### config.mk
export PLATFORM = sky130hd
export DESIGN_NAME = http_message_end_detector
export DESIGN_NICKNAME = d
export VERILOG_FILES = /design/src/rtl/hmed_pkg.sv /design/src/rtl/hmed_front.sv /design/src/rtl/hmed_fifo.sv /design/src/rtl/hmed_back.sv /design/src/rtl/http_message_end_detector.sv
export SDC_FILE = /design/constraint.sdc
export NUM_CORES = 1
export LEC_CHECK = 0
export BUFFER_PORTS_ARGS = -buffer_cell sky130_fd_sc_hd__buf_2
export CORE_MARGIN = 5
export CORE_UTILIZATION = 45
export CTS_CLUSTER_DIAMETER = 150
export DETAILED_ROUTE_END_ITERATION = 12
export SETUP_SLACK_MARGIN = 0.5
export SKIP_CTS_REPAIR_TIMING = 1
export SYNTH_ARGS = -nofsm -noshare
export SYNTH_HDL_FRONTEND = slang
export SYNTH_SLANG_ARGS = --single-unit
export TNS_END_PERCENT = 50
### constraint.sdc
create_clock -name clk_i -period 7.6 [get_ports clk_i]
set_clock_uncertainty 0.05 [all_clocks]
set_input_delay 0.76 -clock clk_i [delete_from_list [all_inputs] [get_ports clk_i]]
set_output_delay 0.76 -clock clk_i [all_outputs]
set_load 0.005 [all_outputs]
### src/rtl/hmed_pkg.sv
// Package for the HTTP message end detector: phase codes, widths, helpers.
// Used by every module of the block; depends on nothing.
package hmed_pkg;

  localparam int unsigned DefLengthBits = 32;
  localparam logic [15:0] DefMaxHeader = 16'd8192;

  localparam logic [3:0] PhStart   = 4'd0;
  localparam logic [3:0] PhHeader  = 4'd1;
  localparam logic [3:0] PhTeVal   = 4'd2;
  localparam logic [3:0] PhClVal   = 4'd3;
  localparam logic [3:0] PhBody    = 4'd4;
  localparam logic [3:0] PhCsize   = 4'd5;
  localparam logic [3:0] PhCext    = 4'd6;
  localparam logic [3:0] PhCdata   = 4'd7;
  localparam logic [3:0] PhCend    = 4'd8;
  localparam logic [3:0] PhTrailer = 4'd9;
  localparam logic [3:0] PhDone    = 4'd10;
  localparam logic [3:0] PhFailed  = 4'd11;

  localparam logic [1:0] StPending  = 2'd0;
  localparam logic [1:0] StComplete = 2'd1;
  localparam logic [1:0] StLimit    = 2'd2;
  localparam logic [1:0] StFail     = 2'd3;

  localparam logic        CfgHeadOnly  = 1'b0;
  localparam logic        CfgMaxHeader = 1'b1;

  // One byte after classification, as it travels from front to back.
  typedef struct packed {
    logic [7:0] data;
    logic       first;
    logic       is_lf;
    logic       is_cr;
    logic       is_sp;
    logic       is_dec;
    logic       is_hex;
    logic [3:0] nib;
    logic [7:0] lower;
  } cls_t;

  function automatic logic [7:0] kw_te_char(input logic [4:0] p);
    logic [7:0] c;
    case (p)
      5'd0: c = "t";  5'd1: c = "r";  5'd2: c = "a";  5'd3: c = "n";
      5'd4: c = "s";  5'd5: c = "f";  5'd6: c = "e";  5'd7: c = "r";
      5'd8: c = "-";  5'd9: c = "e";  5'd10: c = "n"; 5'd11: c = "c";
      5'd12: c = "o"; 5'd13: c = "d"; 5'd14: c = "i"; 5'd15: c = "n";
      5'd16: c = "g"; 5'd17: c = ":";
      default: c = 8'h00;
    endcase
    return c;
  endfunction

  function automatic logic [7:0] kw_cl_char(input logic [4:0] p);
    logic [7:0] c;
    case (p)
      5'd0: c = "c";  5'd1: c = "o";  5'd2: c = "n";  5'd3: c = "t";
      5'd4: c = "e";  5'd5: c = "n";  5'd6: c = "t";  5'd7: c = "-";
      5'd8: c = "l";  5'd9: c = "e";  5'd10: c = "n"; 5'd11: c = "g";
      5'd12: c = "t"; 5'd13: c = "h"; 5'd14: c = ":";
      default: c = 8'h00;
    endcase
    return c;
  endfunction

  function automatic logic [7:0] kw_chunked_char(input logic [4:0] p);
    logic [7:0] c;
    case (p)
      5'd0: c = "c"; 5'd1: c = "h"; 5'd2: c = "u"; 5'd3: c = "n";
      5'd4: c = "k"; 5'd5: c = "e"; 5'd6: c = "d";
      default: c = 8'h00;
    endcase
    return c;
  endfunction

  function automatic logic [7:0] kw_http_char(input logic [2:0] p);
    logic [7:0] c;
    case (p)
      3'd0: c = "H"; 3'd1: c = "T"; 3'd2: c = "T"; 3'd3: c = "P"; 3'd4: c = "/";
      default: c = 8'h00;
    endcase
    return c;
  endfunction

endpackage

### src/rtl/hmed_front.sv
// Front stage: takes input words, classifies each byte and registers it.
// Depends on hmed_pkg.
module hmed_front
  import hmed_pkg::*;
(
  input  logic       clk_i,
  input  logic       rst_ni,
  input  logic       in_valid_i,
  output logic       in_ready_o,
  input  logic [7:0] in_data_i,
  input  logic       in_first_i,
  output logic       out_valid_o,
  input  logic       out_ready_i,
  output cls_t       out_cls_o
);

  logic valid_q, valid_d;
  cls_t cls_q, cls_d;
  logic [7:0] b;

  assign in_ready_o = !valid_q || out_ready_i;
  assign b = in_data_i;

  always_comb begin
    cls_d = cls_q;
    if (in_valid_i && in_ready_o) begin
      cls_d.data   = b;
      cls_d.first  = in_first_i;
      cls_d.is_lf  = (b == 8'h0A);
      cls_d.is_cr  = (b == 8'h0D);
      cls_d.is_sp  = (b == 8'h20);
      cls_d.is_dec = (b >= "0") && (b <= "9");
      cls_d.lower  = ((b >= "A") && (b <= "Z")) ? b + 8'd32 : b;
      cls_d.is_hex = 1'b1;
      if ((b >= "0") && (b <= "9")) cls_d.nib = 4'(b - "0");
      else if ((b >= "A") && (b <= "F")) cls_d.nib = 4'(b - "A" + 8'd10);
      else if ((b >= "a") && (b <= "f")) cls_d.nib = 4'(b - "a" + 8'd10);
      else begin
        cls_d.nib    = 4'd0;
        cls_d.is_hex = 1'b0;
      end
    end
  end

  assign valid_d = in_ready_o ? in_valid_i : valid_q;

  always_ff @(posedge clk_i or negedge rst_ni) begin
    if (!rst_ni) begin
      valid_q <= 1'b0;
    end else begin
      valid_q <= valid_d;
    end
  end

  always_ff @(posedge clk_i) begin
    cls_q <= cls_d;
  end

  assign out_valid_o = valid_q;
  assign out_cls_o   = cls_q;

endmodule

### src/rtl/hmed_fifo.sv
// Short queue of classified bytes between front and back stages.
// Depends on hmed_pkg.
module hmed_fifo
  import hmed_pkg::*;
(
  input  logic clk_i,
  input  logic rst_ni,
  input  logic in_valid_i,
  output logic in_ready_o,
  input  cls_t in_cls_i,
  output logic out_valid_o,
  input  logic out_ready_i,
  output cls_t out_cls_o
);

  cls_t       mem_q [2];
  logic       wp_q, rp_q;
  logic [1:0] cnt_q;
  logic       push, pop;

  assign in_ready_o  = (cnt_q != 2'd2);
  assign out_valid_o = (cnt_q != 2'd0);
  assign out_cls_o   = mem_q[rp_q];
  assign push = in_valid_i && in_ready_o;
  assign pop  = out_valid_o && out_ready_i;

  always_ff @(posedge clk_i or negedge rst_ni) begin
    if (!rst_ni) begin
      wp_q  <= 1'b0;
      rp_q  <= 1'b0;
      cnt_q <= 2'd0;
    end else begin
      if (push) wp_q <= ~wp_q;
      if (pop) rp_q <= ~rp_q;
      cnt_q <= cnt_q + {1'b0, push} - {1'b0, pop};
    end
  end

  always_ff @(posedge clk_i) begin
    if (push) mem_q[wp_q] <= in_cls_i;
  end

endmodule

### src/rtl/hmed_back.sv
// Back stage: framing state machine and counters, one byte a cycle unless a
// stalled result holds it, with a registered result word. Depends on hmed_pkg.
module hmed_back
  import hmed_pkg::*;
#(
  parameter int unsigned LENGTH_BITS = DefLengthBits
) (
  input  logic        clk_i,
  input  logic        rst_ni,
  input  logic        hdr_only_i,
  input  logic [15:0] max_header_i,
  input  logic        in_valid_i,
  output logic        in_ready_o,
  input  cls_t        in_cls_i,
  output logic        out_valid_o,
  input  logic        out_ready_i,
  output logic [1:0]  out_status_o,
  output logic [31:0] out_length_o
);

  localparam logic [LENGTH_BITS-1:0] LMax = '1;
  localparam logic [LENGTH_BITS-1:0] LDiv10 = LMax / 10;
  localparam logic [LENGTH_BITS-1:0] LMod10 = LMax % 10;

  logic [3:0]             phase_q, phase_d;
  logic [LENGTH_BITS-1:0] bcnt_q, bcnt_d;
  logic [15:0]            hcnt_q, hcnt_d;
  logic [LENGTH_BITS-1:0] blen_q, blen_d;
  logic                   lknown_q, lknown_d;
  logic                   chunked_q, chunked_d;
  logic [4:0]             kpos_q, kpos_d;
  logic [1:0]             kalive_q, kalive_d;
  logic [LENGTH_BITS-1:0] crem_q, crem_d;
  logic                   als_q, als_d;
  logic                   crs_q, crs_d;
  logic [2:0]             scp_q, scp_d;
  logic                   nobody_q, nobody_d;
  logic                   ovalid_q;
  logic [1:0]             ostat_q, ostat_d;
  logic [31:0]            olen_q, olen_d;

  logic fire;
  assign in_ready_o = !ovalid_q || out_ready_i;
  assign fire = in_valid_i && in_ready_o;

  always_comb begin
    logic [1:0]             st;
    logic                   ended, in_hdr, hb, go_hdr;
    logic [7:0]             b;
    logic [LENGTH_BITS-1:0] idx;
    logic [16:0]            hc1;
    logic [3:0]             dg;

    phase_d = phase_q; bcnt_d = bcnt_q; hcnt_d = hcnt_q; blen_d = blen_q;
    lknown_d = lknown_q; chunked_d = chunked_q; kpos_d = kpos_q;
    kalive_d = kalive_q; crem_d = crem_q; als_d = als_q; crs_d = crs_q;
    scp_d = scp_q; nobody_d = nobody_q;
    st = StPending; ended = 1'b0; hb = 1'b0; go_hdr = 1'b0;
    b = in_cls_i.data; idx = '0; hc1 = '0; dg = 4'(in_cls_i.data - "0");

    if (in_cls_i.first) begin
      phase_d = PhStart; bcnt_d = '0; hcnt_d = '0; blen_d = '0;
      lknown_d = 1'b1; chunked_d = 1'b0; kpos_d = '0; kalive_d = '0;
      crem_d = '0; als_d = 1'b0; crs_d = 1'b0; scp_d = '0; nobody_d = 1'b0;
    end
    in_hdr = (phase_d <= PhClVal);

    if (phase_d == PhDone || phase_d == PhFailed) begin
      st = (phase_d == PhFailed) ? StFail : StPending;
      in_hdr = 1'b0;
    end else begin
      bcnt_d = bcnt_d + 1'b1;
      idx = bcnt_d - 1'b1;
      case (phase_d)
        PhStart: begin
          if (in_cls_i.is_cr || in_cls_i.is_lf) begin
            if (scp_d >= 3'd1 && scp_d <= 3'd3) lknown_d = 1'b0;
            scp_d = 3'd4;
            if (in_cls_i.is_lf) go_hdr = 1'b1;
          end else if (scp_d == 3'd4) begin
            scp_d = scp_d;
          end else if (idx < 5) begin
            if (b != kw_http_char(idx[2:0])) scp_d = 3'd4;
          end else if (scp_d == 3'd0) begin
            if (in_cls_i.is_sp) scp_d = 3'd1;
          end else if (scp_d == 3'd1) begin
            if (b == "1") begin nobody_d = 1'b1; scp_d = 3'd4; end
            else if (b == "2" || b == "3") scp_d = 3'd2;
            else begin lknown_d = 1'b0; scp_d = 3'd4; end
          end else if (scp_d == 3'd2) begin
            if (b == "0") scp_d = 3'd3;
            else begin lknown_d = 1'b0; scp_d = 3'd4; end
          end else begin
            if (b == "4") nobody_d = 1'b1;
            else lknown_d = 1'b0;
            scp_d = 3'd4;
          end
        end
        PhHeader: hb = 1'b1;
        PhTeVal: begin
          if (in_cls_i.is_sp && kpos_d == 5'd0) begin
            hb = 1'b0;
          end else if (kpos_d < 5'd7 && in_cls_i.lower == kw_chunked_char(kpos_d)) begin
            kpos_d = kpos_d + 5'd1;
            if (kpos_d == 5'd7) begin
              chunked_d = 1'b1; kpos_d = '0; phase_d = PhHeader;
            end
          end else begin
            kpos_d = '0; hb = 1'b1;
          end
        end
        PhClVal: begin
          if (in_cls_i.is_sp && kpos_d == 5'd0) begin
            hb = 1'b0;
          end else if (in_cls_i.is_dec) begin
            if (blen_d > LDiv10 ||
                (blen_d == LDiv10 && LENGTH_BITS'(dg) > LMod10)) blen_d = LMax;
            else blen_d = (blen_d << 3) + (blen_d << 1) + LENGTH_BITS'(dg);
            kpos_d = 5'd1;
          end else begin
            kpos_d = '0; hb = 1'b1;
          end
        end
        PhBody: begin
          blen_d = blen_d - 1'b1;
          if (blen_d == '0) begin phase_d = PhDone; st = StComplete; end
        end
        PhCsize: begin
          if (in_cls_i.is_hex) begin
            if (crem_d[LENGTH_BITS-1 -: 4] != 4'd0) begin
              phase_d = PhFailed; st = StFail;
            end else crem_d = {crem_d[LENGTH_BITS-5:0], in_cls_i.nib};
          end else if (crem_d == '0) begin
            phase_d = PhTrailer;
            if (in_cls_i.is_lf) als_d = 1'b1;
            else als_d = 1'b0;
          end else begin
            phase_d = in_cls_i.is_lf ? PhCdata : PhCext;
          end
        end
        PhCext: if (in_cls_i.is_lf) phase_d = PhCdata;
        PhCdata: begin
          crem_d = crem_d - 1'b1;
          if (crem_d == '0) begin phase_d = PhCend; crs_d = 1'b0; end
        end
        PhCend: begin
          if (in_cls_i.is_lf) begin
            phase_d = PhCsize; crem_d = '0; crs_d = 1'b0;
          end else if (in_cls_i.is_cr && !crs_d) crs_d = 1'b1;
          else begin phase_d = PhFailed; st = StFail; end
        end
        default: begin
          if (in_cls_i.is_lf) begin
            if (als_d) begin phase_d = PhDone; st = StComplete; end
            else als_d = 1'b1;
          end else if (!in_cls_i.is_cr) als_d = 1'b0;
        end
      endcase

      // Shared header-line handling for the header and value phases.
      if (hb) begin
        if (in_cls_i.is_lf) begin
          if (als_d) ended = 1'b1;
          else go_hdr = 1'b1;
        end else begin
          phase_d = PhHeader;
          if (in_cls_i.is_cr) kalive_d = 2'd0;
          else begin
            als_d = 1'b0;
            if (kalive_d != 2'd0) begin
              if (kalive_d[0] && !(kpos_d < 5'd18 &&
                  in_cls_i.lower == kw_te_char(kpos_d))) kalive_d[0] = 1'b0;
              if (kalive_d[1] && !(kpos_d < 5'd15 &&
                  in_cls_i.lower == kw_cl_char(kpos_d))) kalive_d[1] = 1'b0;
              kpos_d = kpos_d + 5'd1;
              if (kalive_d[0] && kpos_d == 5'd18) begin
                phase_d = PhTeVal; kpos_d = '0; kalive_d = '0;
              end else if (kalive_d[1] && kpos_d == 5'd15) begin
                phase_d = PhClVal; lknown_d = 1'b1; blen_d = '0;
                kpos_d = '0; kalive_d = '0;
              end else if (kalive_d == 2'd0) kpos_d = '0;
            end
          end
        end
      end
      if (go_hdr) begin
        phase_d = PhHeader; als_d = 1'b1; kpos_d = '0; kalive_d = 2'd3;
      end

      if (in_hdr) begin
        if (ended) begin
          if (hdr_only_i || nobody_d) begin phase_d = PhDone; st = StComplete; end
          else if (chunked_d) begin phase_d = PhCsize; crem_d = '0; end
          else if (!lknown_d) begin phase_d = PhFailed; st = StFail; end
          else if (blen_d == '0) begin phase_d = PhDone; st = StComplete; end
          else phase_d = PhBody;
        end else begin
          hc1 = {1'b0, hcnt_d} + 17'd1;
          if (hc1 > {1'b0, max_header_i}) begin
            phase_d = PhDone; st = StLimit;
          end else hcnt_d = hc1[16] ? 16'hFFFF : hc1[15:0];
        end
      end
    end

    ostat_d = st;
    if (st == StComplete || st == StLimit) olen_d = 32'(bcnt_d);
    else olen_d = '0;
  end

  always_ff @(posedge clk_i or negedge rst_ni) begin
    if (!rst_ni) begin
      phase_q <= PhStart; bcnt_q <= '0; hcnt_q <= '0; blen_q <= '0;
      lknown_q <= 1'b1; chunked_q <= 1'b0; kpos_q <= '0; kalive_q <= '0;
      crem_q <= '0; als_q <= 1'b0; crs_q <= 1'b0; scp_q <= '0;
      nobody_q <= 1'b0; ovalid_q <= 1'b0;
    end else begin
      if (fire) begin
        phase_q <= phase_d; bcnt_q <= bcnt_d; hcnt_q <= hcnt_d; blen_q <= blen_d;
        lknown_q <= lknown_d; chunked_q <= chunked_d; kpos_q <= kpos_d;
        kalive_q <= kalive_d; crem_q <= crem_d; als_q <= als_d; crs_q <= crs_d;
        scp_q <= scp_d; nobody_q <= nobody_d;
      end
      if (in_ready_o) ovalid_q <= in_valid_i;
    end
  end

  always_ff @(posedge clk_i) begin
    if (fire) begin
      ostat_q <= ostat_d;
      olen_q  <= olen_d;
    end
  end

  assign out_valid_o  = ovalid_q;
  assign out_status_o = ostat_q;
  assign out_length_o = olen_q;

endmodule

### src/rtl/http_message_end_detector.sv
// Top level of the HTTP message end detector: configuration registers,
// front classifier, queue and framing back stage. Depends on hmed_pkg.
//
//  Channel  Direction  Payload
//  s_axis   in         tdata[7:0] data_byte, tuser[0] first_byte
//  m_axis   out        tdata[1:0] status, tdata[33:2] message_length
//  cfg      in         cfg_we_i, cfg_idx_i (0 header-only mode, 1 max_header_bytes)
//
// One word is accepted per cycle unless back-pressure from a stalled output
// holds the input, and each gives one result word. On its way a word passes
// the classifier register, the two-entry queue and the result register of the
// framing state machine. Reset clears all message state; max_header_bytes
// comes up as 8192.
// A stall on the output only stops the back stage; the queue and the front
// keep taking words until both fill.
module http_message_end_detector
  import hmed_pkg::*;
#(
  parameter int unsigned LENGTH_BITS = DefLengthBits
) (
  input  logic        clk_i,
  input  logic        rst_ni,
  input  logic        s_axis_tvalid,
  output logic        s_axis_tready,
  input  logic [7:0]  s_axis_tdata,   // [7:0] data_byte
  input  logic        s_axis_tuser,   // [0] first_byte
  output logic        m_axis_tvalid,
  input  logic        m_axis_tready,
  output logic [39:0] m_axis_tdata,   // [1:0] status, [33:2] message_length
  input  logic        cfg_we_i,
  input  logic        cfg_idx_i,
  input  logic [15:0] cfg_wdata_i
);

  logic        hdr_only_q;
  logic [15:0] max_hdr_q;

  // The user must write configuration only while the block is idle; the block itself does not enforce this.
  always_ff @(posedge clk_i or negedge rst_ni) begin
    if (!rst_ni) begin
      hdr_only_q <= 1'b0;
      max_hdr_q  <= DefMaxHeader;
    end else if (cfg_we_i) begin
      case (cfg_idx_i)
        CfgHeadOnly:  hdr_only_q <= cfg_wdata_i[0];
        CfgMaxHeader: max_hdr_q  <= cfg_wdata_i;
        default:      max_hdr_q  <= max_hdr_q;
      endcase
    end
  end

  logic f_valid, f_ready, q_valid, q_ready;
  cls_t f_cls, q_cls;
  logic [1:0]  status;
  logic [31:0] mlen;

  hmed_front u_front (
    .clk_i, .rst_ni,
    .in_valid_i(s_axis_tvalid), .in_ready_o(s_axis_tready),
    .in_data_i(s_axis_tdata), .in_first_i(s_axis_tuser),
    .out_valid_o(f_valid), .out_ready_i(f_ready), .out_cls_o(f_cls)
  );

  hmed_fifo u_fifo (
    .clk_i, .rst_ni,
    .in_valid_i(f_valid), .in_ready_o(f_ready), .in_cls_i(f_cls),
    .out_valid_o(q_valid), .out_ready_i(q_ready), .out_cls_o(q_cls)
  );

  hmed_back #(.LENGTH_BITS(LENGTH_BITS)) u_back (
    .clk_i, .rst_ni,
    .hdr_only_i(hdr_only_q), .max_header_i(max_hdr_q),
    .in_valid_i(q_valid), .in_ready_o(q_ready), .in_cls_i(q_cls),
    .out_valid_o(m_axis_tvalid), .out_ready_i(m_axis_tready),
    .out_status_o(status), .out_length_o(mlen)
  );

  assign m_axis_tdata = {6'd0, mlen, status};

  // A pending or failed result never carries a length.
  assert property (@(posedge clk_i) disable iff (!rst_ni)
    m_axis_tvalid && (status == StPending || status == StFail) |-> mlen == 32'd0)
    else $error("length on non-complete result");

  // A stalled result word holds.
  assert property (@(posedge clk_i) disable iff (!rst_ni)
    m_axis_tvalid && !m_axis_tready |=> m_axis_tvalid && $stable(m_axis_tdata))
    else $error("result changed under stall");

endmodule

==> results of run 1 <==
placed cells by master (no fill, tap or decap), types with 16 or more instances in the layout:
master and count:
o211ai_1 21, edfxtp_1 97, a22oi_1 23, a21o_1 19
o21a_1 21, o31ai_1 72, nand2b_1 19, inv_1 70
buf_2 65, or3_1 28, xor2_1 39, a22o_1 17
clkbuf_16 31, nor3_1 81, a41oi_1 16, nand4_1 52
nand2_1 324, and3_1 32, a31oi_1 42, a211oi_1 23
nor2_1 223, mux2_2 26, dfrtp_1 152, o22ai_1 25
nand3_1 85, buf_4 48, a21oi_1 151, o21ai_0 201
nor4_1 45, ha_1 104, mux2i_1 33, and2_1 36
xnor2_1 81
worst reg2reg max path: stages, from the launching register on:
cell and delay [ps]:
dfrtp_1 400, buf_4 420, mux2_8 560, nor4_1 510, nor3_1 200, o211ai_1 140
a211oi_1 100, nor2_1 430, nor2_1 100, buf_4 180, ha_1 350, inv_1 140
a31o_2 140, o22a_1 130, o22ai_1 120, a221o_1 330, a211o_1 240, nor4_1 330
o2111ai_1 320, or3_4 530, nand4_4 160, a31oi_4 90, buf_4 290, nor3_1 260
worst min path at each step:
stage                     startpoint                     to  slack, ps
2_1_floorplan  u_front.out_cls_o[10]    u_fifo.mem_q[0][10]        370
3_3_place_gp   u_front.out_cls_o[23]    u_fifo.mem_q[0][23]        380
3_5_place_dp   u_front.out_cls_o[25]    u_fifo.mem_q[1][25]        380
4_1_cts                 s_axis_tuser  u_front.out_cls_o[17]        260
5_1_grt                 s_axis_tuser  u_front.out_cls_o[17]        260
6_report                      rst_ni          max_hdr_q[11]        250
area by class of cell:
cell class / instances / area [um2]
well taps: 615 / 769.5
fillers: 4638 / 24310
clock buffers: 35 / 800.8
clock inverters: 23 / 251.5
repair buffers: 115 / 716.9
multi-input cells: 2153 / 13850
inverters: 73 / 279.0
flip-flops and latches: 251 / 6769
kinds of logic (layout without fill, tap and decap cells):
kind of cell	count (synthesis)	in the layout	share of synthesized area [%]
simple gates	1055	1055	24.45
compound gates	802	802	24.77
buf+inv	284	246	5.302
flops	251	251	31.21
xor+xnor	120	120	4.846
fa+ha+maj	106	106	6.184
mux	64	64	3.225
other cells	1	6	0.01729
per-layer routing:
layer | global-route usage, % | vias to the layer above | part of all wire (%)
met4 | 8.006 | 0 | 3.3
met3 | 4.149 | 172 | 7.4
met2 | 39.82 | 944 | 44
met5 | 0 | - | 0
met1 | 37.09 | 10260 | 45
li1 | - | 9917 | -
stage by stage:
| step | setup slack (ps) | total power [mW] | util [%] |
|---|---|---|---|
| after floorplan | 519.6 | 5.754 | - |
| final | 955.7 | 9.034 | 49.08 |
| after CTS | 899.3 | 8.919 | 49.02 |
| after global placement | 1098 | 7.342 | 46.82 |
| after global routing | 610.4 | 9.605 | 49.08 |
| after detailed placement | 919.2 | 7.352 | 46.82 |
flip-flops by register name (all words and copies together), names as in the netlist, 2 cells and up:
name / count
u_fifo.mem_q: 42
u_back.hcnt_q: 16
u_back.crem_q: 32
u_back.out_length_o: 32
u_back.kalive_q: 2
u_back.blen_q: 32
u_fifo.cnt_q: 2
u_back.bcnt_q: 32
u_back.phase_q: 4
u_back.kpos_q: 5
u_back.out_status_o: 2
u_front.out_cls_o: 21
max_hdr_q: 16
u_back.scp_q: 3
cells in the mapped netlist, drive strengths merged (72+ instances only):
master	count	share of area, %
nand2	326	5.7
nor2	225	3.9
o21ai	208	4.8
clkbuf	159	2.8
a21oi	152	3.5
dfrtp	152	18
ha	104	6.0
edfxtp	97	13
nor3	97	2.6
nand3	85	2.0
xnor2	81	3.3
inv	72	1.3
o31ai	72	2.5
power by group:
part,switching [mW],internal [mW],leakage [nW],total [mW]
logic,3.60,1.76,5.68,5.35
registers,0.391,1.76,3.01,2.15
clock network,0.656,0.875,0.502,1.53
total,4.64,4.39,9.18,9.03
==> run summary, run 1 <==
Share of cells above drive strength 1 = 10.30%
Final setup viols = 0
Starting Density = 45.42%
Top cell family by delay on the critical path = simple AND/OR/NAND/NOR gates
Antenna Nets Post-Route = 0
Post-synth ARST share = 61.35%
Final Cycle Share = 87.43%
Yosys warns = 0
Final Hold Fails = 0
Most Frequent Cell on Critical Path = buf_4
Hold_ws = 250.2 ps
Crit-path cells = buf_4 -> mux2_8 -> nor4_1 -> nor3_1 -> o211ai_1 -> a211oi_1 -> nor2_1 -> nor2_1 -> buf_4 -> ha_1 -> inv_1 -> a31o_2 -> o22a_1 -> o22ai_1 -> a221o_1 -> a211o_1 -> nor4_1 -> o2111ai_1 -> or3_4 -> nand4_4 -> a31oi_4 -> buf_4 -> nor3_1
Die height = 229.5 um
Number of I/O port buffers = 66
Total negative slack = 0 ps
Routed WL per cell = 21.76 um
Clk Tree Root Cell = clkbuf_16
WS Path Type = register to register
ANT cells = 0
First-pass detailed-route iteration total = 6
Sequential area share after synthesis = 31.21%
Minimum clock period after layout = 6644 ps
First-pass GRT wire length = 112800 um
Largest net degree at the start of global routing = 95
Clock Latency Late Sink = 600 ps
RSZ-0062 raised after global routing = no
Critical path launch point type = register
Clk buf depth = 3
CTS clk-pin slew, worst paths = 60 ps
Post-synthesis cell count = 2683
Crit-path slowest cell = mux2_8
Crit path to = u_back.out_length_o[0]
FMAX = 150.5 MHz
Post-route design area = 23430 um2
Die Footprint = 52690 um2
Leak Pwr = 9.184 nW
Crit path launch = u_fifo.rp_q
Synth-to-Final Area Change = 8.042%
Die width = 229.5 um
Tightest Pin Transition = 1215 ps
Worst R2R Setup Slack = 960 ps
Vias in the first global route = 20080
Via/cell ratio = 6.522
Reg2Reg Depth = 23
Placed cells = 3204
EDFF count, synth = 97
Status = finished, final reports clean
Max_slew headroom = 18.99%
Clock sinks = 251
Remaining DRCs = 0
Mean post-synth cell area = 8.084 um2
DR vias = 21290
HPWL after DPL = 49800 um
Htree depth = 1
CP max stage delay = 550 ps
Arr. time, crit path = 7030 ps
Critical Path Stages = 23
Nets = 2762
CORE AREA = 47750 um2
Total gr overflow = 0
GR Util All Layers = 25.75%
CTS tree = built
Final wirelength = 71060 um
CP required = 7980 ps
DP Area = 22350 um2
Row Count = 80
Synth Cell Area = 21690 um2
Cell variety after synth = 101
Crit-path max FO = 35
I/O pin total = 73
CP endpoint kind = register
GPL Wtd Cong = 0.9797
Main synth FF type = dfrtp_1
Fin cells = 3265
Worst reg2reg path endpoint = u_back.out_length_o[0]
WP buf/inv = 4
Slew Viols, Final = 0
Max-Cap Viols = 0
CTS buffer count = 31
Power per standard cell area = 385.5 nW/um2
Initial detailed-routing violation count = 2352
Register bit total from synthesis = 251
HP Class = primary input to asynchronous set/reset pin
Maximum vdd drop = 0.0002211 V
Reg2Reg Launch Point = u_fifo.rp_q
Initial antenna violation count = 0
Power figures use the tool's default switching activity.
==> run 2: changes to the inputs <==
MAX_ROUTING_LAYER = met4   (was default)
==> run summary, run 2 (synthesis results as in run 1) <==
Status = finished, final reports clean
Tightest Pin Transition = 1133 ps (-81.79 ps)
Clk Tree Root Cell = clkbuf_16
HP Class = primary input to asynchronous set/reset pin
CTS buffer count = 34 (+9.7%)
Final setup viols = 0 (unchanged)
Row Count = 80 (unchanged)
Final Cycle Share = 89.07% (+1.6 points)
GRT met1 Usage = 38.11% (+1.0 points)
First-pass detailed-route iteration total = 8 (+2)
Remaining DRCs = 0 (unchanged)
CP required = 7960 ps (-20 ps)
DR vias = 21270 (-0.11%)
I/O pin total = 73 (unchanged)
Vias in the first global route = 19760 (-1.6%)
HPWL after DPL = 50300 um (+0.99%)
Final Util = 49.35% (+0.28 points)
Met2 GRT Util = 40.08% (+0.26 points)
Clock sinks = 251 (unchanged)
Final wirelength = 71630 um (+0.80%)
Clk buf depth = 3 (unchanged)
Routed WL per cell = 21.89 um (+0.58%)
Commonest non-fill, non-tap cells in the layout = 324 x nand2_1, 223 x nor2_1, 201 x o21ai_0, 152 x dfrtp_1, 151 x a21oi_1
Power per standard cell area = 390.2 nW/um2 (+1.2%)
Worst reg2reg path endpoint = u_back.out_length_o[29]
Commonest non-fill, non-tap cell in the layout = nand2_1
Largest register FFs = 42 (unchanged)
Number of I/O port buffers = 66 (unchanged)
First-pass GRT wire length = 113700 um (+0.87%)
Minimum clock period after layout = 6769 ps (+124.9 ps)
Total Power = 9.195 mW (+1.8%)
Clock Latency Late Sink = 570 ps (-30 ps)
Initial antenna violation count = 0 (unchanged)
CORE AREA = 47750 um2 (unchanged)
CTS clk-pin slew, worst paths = 70 ps (about the same)
Grt met3 use = 3.666% (-0.48 points)
WS Path Type = register to register
Final Hold Fails = 0 (unchanged)
Die height = 229.5 um (unchanged)
ANT cells = 0 (unchanged)
Maximum vdd drop = 0.0002329 V (+5.3%)
Reg2Reg Depth = 20 (-13%)
Antenna Nets Post-Route = 0 (unchanged)
Crit-path max FO = 27 (-23%)
Via/cell ratio = 6.501 (-0.32%)
Synth-to-Final Area Change = 8.648%
Share of cells above drive strength 1 = 10.39% (+0.086 points)
FMAX = 147.7 MHz (-1.8%)
Total gr overflow = 0 (unchanged)
Worst Slack Setup Final = 830.8 ps (-124.9 ps)
Critical path launch point type = register
Reg2Reg Launch Point = u_fifo.rp_q
CTS tree = built
GPL Wtd Cong = 0.9802 (about the same)
Max_slew headroom = 24.44% (+5.5 points)
Leak Pwr = 9.259 nW (+0.81%)
Max-Cap Viols = 0 (unchanged)
GR peak layer = met2
Total negative slack = 0 ps (unchanged)
Placement Setup Slack = 762.8 ps (-156.4 ps)
Htree depth = 2 (+1)
RSZ-0062 raised after global routing = no
Slew Viols, Final = 0 (unchanged)
Starting Density = 45.42% (unchanged)
GR Util All Layers = 26.96% (+1.2 points)
Die width = 229.5 um (unchanged)
Arr. time, crit path = 7130 ps (+100 ps)
Initial detailed-routing violation count = 2769 (+18%)
CP endpoint kind = register
Largest net degree at the start of global routing = 91 (-4.2%)
Die Footprint = 52690 um2 (unchanged)
Nets = 2768 (+0.22%)
Top reg by flops = u_fifo.mem_q
Worst R2R Setup Slack = 830 ps (-120 ps)
==> run 2: changes by cell type in the layout (fill, tap and decap cells not counted), sizes merged <==
cell	delta
clkinv	-3
inv	-2
buf	+3
clkbuf	+11
clkinvlp	-2
==> run 2: worst max path at each step <==
| stage | start | to | slack [ps] |
|---|---|---|---|
| 3_5_place_dp | u_fifo.rp_q | u_back.out_length_o[29] | 760 |
| 2_1_floorplan | u_fifo.rp_q | u_back.out_length_o[10] | 520 |
| 5_1_grt | u_fifo.rp_q | u_back.out_length_o[29] | 580 |
| 3_3_place_gp | u_fifo.rp_q | u_back.out_length_o[14] | 880 |
| 6_report | u_fifo.rp_q | u_back.out_length_o[29] | 830 |
| 4_1_cts | u_fifo.rp_q | u_back.out_length_o[29] | 760 |
==> run 2: metal layers <==
metal	vias up	wire length [um]	share of wire [%]
met5	-	0	0
met4	0	2357	3.3
met3	159	5516	7.7
met2	984	31710	44
met1	10190	32040	45
li1	9943	-	-
==> run 2: final cells by class <==
cell class	instances	area, um2
clock buffers	46	957.2
clock inverters	16	187.7
fillers	4593	24180
inverters	73	279.0
multi-input cells	2153	13850
flip-flops and latches	251	6769
well taps	615	769.5
repair buffers	118	755.7
==> run 2: stage by stage <==
| stage | area (um2) | instances | hold slack (ps) |
|---|---|---|---|
| 2_1_floorplan | 21720 | 2688 | 371.5 |
| 3_3_place_gp | 22400 | 3208 | 378.3 |
| 3_5_place_dp | 22400 | 3208 | 379.6 |
| 4_1_cts | 23540 | 3270 | 294.7 |
| 5_1_grt | 23560 | 3272 | 306.6 |
| 6_report | 23560 | 3272 | 267.1 |
==> run 2: power by group <==
group          total (mW)  internal (mW)  switching, mW
clock                1.68          0.997          0.679
combinational        5.38           1.78           3.60
sequential           2.13           1.76          0.375
==> run 2: critical path: stages (launching register included) <==
cell,delay (ps)
dfrtp_1,420
buf_6,320
mux2i_2,490
inv_1,280
ha_1,280
ha_1,210
fa_1,420
a211oi_1,420
o21ba_2,300
nor3_1,70
or2_2,350
a31o_2,260
xnor2_1,170
o21ai_0,130
or4_1,550
nor4b_1,510
nand4_1,420
nand4_4,190
a31oi_4,240
buf_4,320
nor3_2,180
==> run 3: changes to the inputs <==
CTS_BUF_LIST = sky130_fd_sc_hd__clkbuf_16   (was default)
SYNTH_HIERARCHICAL = 1   (was default)
==> run summary, run 3 <==
Status = finished, final reports clean
Largest net degree at the start of global routing = 126 (+38%)
Row Count = 81 (+1.3%)
Clock Latency Late Sink = 600 ps (+30 ps)
Die Footprint = 54470 um2 (+3.4%)
HPWL after DPL = 49370 um (-1.8%)
Share of cells above drive strength 1 = 10.55% (+0.16 points)
Seq. cell area = 7069 um2 (+4.4%)
Routed WL per cell = 20.77 um (-5.1%)
Htree depth = 1 (-1)
Mean post-synth cell area = 8.162 um2 (+0.97%)
Critical path launch point type = register
Crit-path max FO = 50 (+85%)
GR Util All Layers = 25.40% (-1.6 points)
First-pass GRT wire length = 111100 um (-2.3%)
Max-Cap Viols = 0 (unchanged)
# fillers = 4755 (+3.5%)
Post-synth top cells = 312 x nand2_1, 245 x nor2_1, 198 x o21ai_0
Leak Pwr = 9.499 nW (+2.6%)
Minimum clock period after layout = 6448 ps (-321.5 ps)
CORE AREA = 49150 um2 (+2.9%)
Final wirelength = 69880 um (-2.4%)
Synth-to-Final Area Change = 7.071%
Nets = 2813 (+1.6%)
Final setup viols = 0 (unchanged)
Post-synth ARST share = 59.00% (-2.4 points)
Register bit total from synthesis = 261 (+4.0%)
Fin cells = 3365 (+2.8%)
Power per standard cell area = 324.1 nW/um2 (-17%)
Arr. time, crit path = 6860 ps (-270 ps)
Share of the synthesized area in the top cell type = 16.94% (-0.60 points)
Vias in the first global route = 20180 (+2.1%)
Sequential area share after synthesis = 31.48% (+0.27 points)
Initial antenna violation count = 0 (unchanged)
DR vias = 21280 (+0.056%)
Final Cycle Share = 84.84% (-4.2 points)
Multi-input logic area = 14210 um2 (+2.6%)
HP Class = primary input to asynchronous set/reset pin
Total gr overflow = 0 (unchanged)
Die height = 233.4 um (+1.7%)
EDFF count, synth = 107 (+10%)
Most frequent cell after synthesis = nand2_1
Placed cells = 3307 (+3.1%)
GPL Wtd Cong = 0.9568 (-2.4%)
Reg2Reg Depth = 16 (-20%)
FMAX = 155.1 MHz (+5.0%)
Number of I/O port buffers = 66 (unchanged)
Largest register FFs = 52 (+24%)
Ranking of synthesized cells by area = dfrtp_1 17%, edfxtp_1 14%, ha_1 5.8%
Clk buf depth = 3 (unchanged)
Die width = 233.4 um (+1.7%)
Remaining DRCs = 0 (unchanged)
Commonest non-fill, non-tap cell in the layout = nand2_1
Initial detailed-routing violation count = 2149 (-22%)
Main synth FF type = dfrtp_1
Commonest non-fill, non-tap cells in the layout = 310 x nand2_1, 242 x nor2_1, 198 x o21ai_0, 179 x a21oi_1, 152 x dfrtp_1
Tightest Pin Transition = 1204 ps (+70.58 ps)
RSZ-0062 raised after global routing = no
First-pass detailed-route iteration total = 6 (-2)
Final Hold Fails = 0 (unchanged)
Synth Cell Area = 22450 um2 (+3.5%)
Post-synthesis cell count = 2751 (+2.5%)
WS Path Type = register to register
Largest area contributor in the netlist = dfrtp_1
Max_slew headroom = 19.44% (-5.0 points)
Clk Tree Root Cell = clkbuf_16
Clock sinks = 261 (+4.0%)
CP endpoint kind = register
ANT cells = 0 (unchanged)
Slew Viols, Final = 0 (unchanged)
Starting Density = 45.68% (+0.26 points)
Maximum vdd drop = 0.0002244 V (-3.6%)
CTS clk-pin slew, worst paths = 70 ps (about the same)
Total negative slack = 0 ps (unchanged)
Via/cell ratio = 6.325 (-2.7%)
Antenna Nets Post-Route = 0 (unchanged)
Top reg by flops = u_fifo/mem_q
CP required = 8010 ps (+50 ps)
Yosys warns = 6 (+6)
CTS buffer count = 31 (-8.8%)
I/O pin total = 73 (unchanged)
Cell variety after synth = 117 (+16%)
CTS tree = built
[run 3: cell types whose count changed in the layout (fill, tap and decap cells not counted), sizes merged, moves of 14 or more]
cell | previous run | this run
clkbuf | 46 | 31
nor2b | 15 | 54
nor3 | 97 | 119
o31ai | 72 | 42
and2 | 38 | 14
nor2 | 225 | 246
buf | 118 | 99
a41oi | 16 | 2
a21oi | 152 | 180
mux2 | 28 | 45
[run 3: layout make-up]
cell class | instances | area share (%)
inverter | 75 | 1.171
clock inverter | 27 | 1.150
clock buffer | 31 | 3.227
timing repair buffer | 99 | 2.482
multi-input combinational | 2208 | 59.11
sequential | 261 | 29.40
tap | 664 | 3.456
[run 3: critical path: stages (launching register included)]
cell,delay [ps]
dfrtp_1,380
mux2_8,520
or4b_1,770
nor2_2,220
and3b_1,300
o211ai_2,240
o32ai_4,550
ha_1,460
nor2_1,320
nand3_1,110
nor3_1,160
and3b_1,210
xnor2_1,140
nor4_1,410
nand3_1,890
nand3_1,420
o21ai_0,140
[run 3: worst paths after layout]
check                                startpoint                     to  slack, ps
setup / recovery                    u_fifo/rp_q      u_back/blen_q[27]       1150
hold / removal                           rst_ni           max_hdr_q[7]         90
setup reg to reg                    u_fifo/rp_q      u_back/blen_q[27]       1150
hold reg to reg            u_front/out_cls_o[7]     u_fifo/mem_q[0][7]        390
max in group asynchronous                rst_ni       u_back/blen_q[3]       6170
min in group clk_i                 s_axis_tuser  u_front/out_cls_o[17]        300
[run 3: logic make-up (layout without fill, tap and decap cells)]
| family | Yosys count | count (layout) | synth area share (%) |
|---|---|---|---|
| muxes | 73 | 73 | 3.990 |
| xor gates and xnor gates | 122 | 122 | 4.759 |
| other | 1 | 6 | 0.01670 |
| buffers and inverters | 287 | 232 | 5.483 |
| DFF | 261 | 261 | 31.48 |
| adders and majority gates | 106 | 106 | 5.973 |
| and+or+nand+nor | 1141 | 1141 | 26.16 |
| AOI/OAI and AO/OA | 760 | 760 | 22.14 |
[run 3: through the flow]
step | total power [mW] | instance area [um2] | setup WS [ps] | hold slack [ps] | utilization, %
detailed placement | 6.160 | 22990 | 1301 | 379.6 | 46.77
global route | 8.286 | 24040 | 744.7 | 130.2 | 48.91
CTS | 7.737 | 24040 | 1270 | 128.4 | 48.91
global placement | 6.115 | 22990 | 1314 | 373.3 | 46.77
finish | 7.791 | 24040 | 1152 | 85.22 | 48.91
floorplan | 5.007 | 22470 | 817.5 | 371.5 | -
[run 3: report_power, final]
group	internal, mW	switching (mW)	total (mW)
clock	0.914	0.637	1.55
combinational	1.34	2.82	4.16
sequential	1.82	0.262	2.08
[run 3: routing by layer]
| metal | up-vias | share of wire [%] | GRT usage, % |
|---|---|---|---|
| li1 | 9999 | - | - |
| met1 | 10220 | 44 | 34.61 |
| met5 | - | 0 | - |
| met4 | 0 | 3.1 | 7.378 |
| met2 | 900 | 46 | 39.72 |
| met3 | 163 | 7.5 | 3.622 |
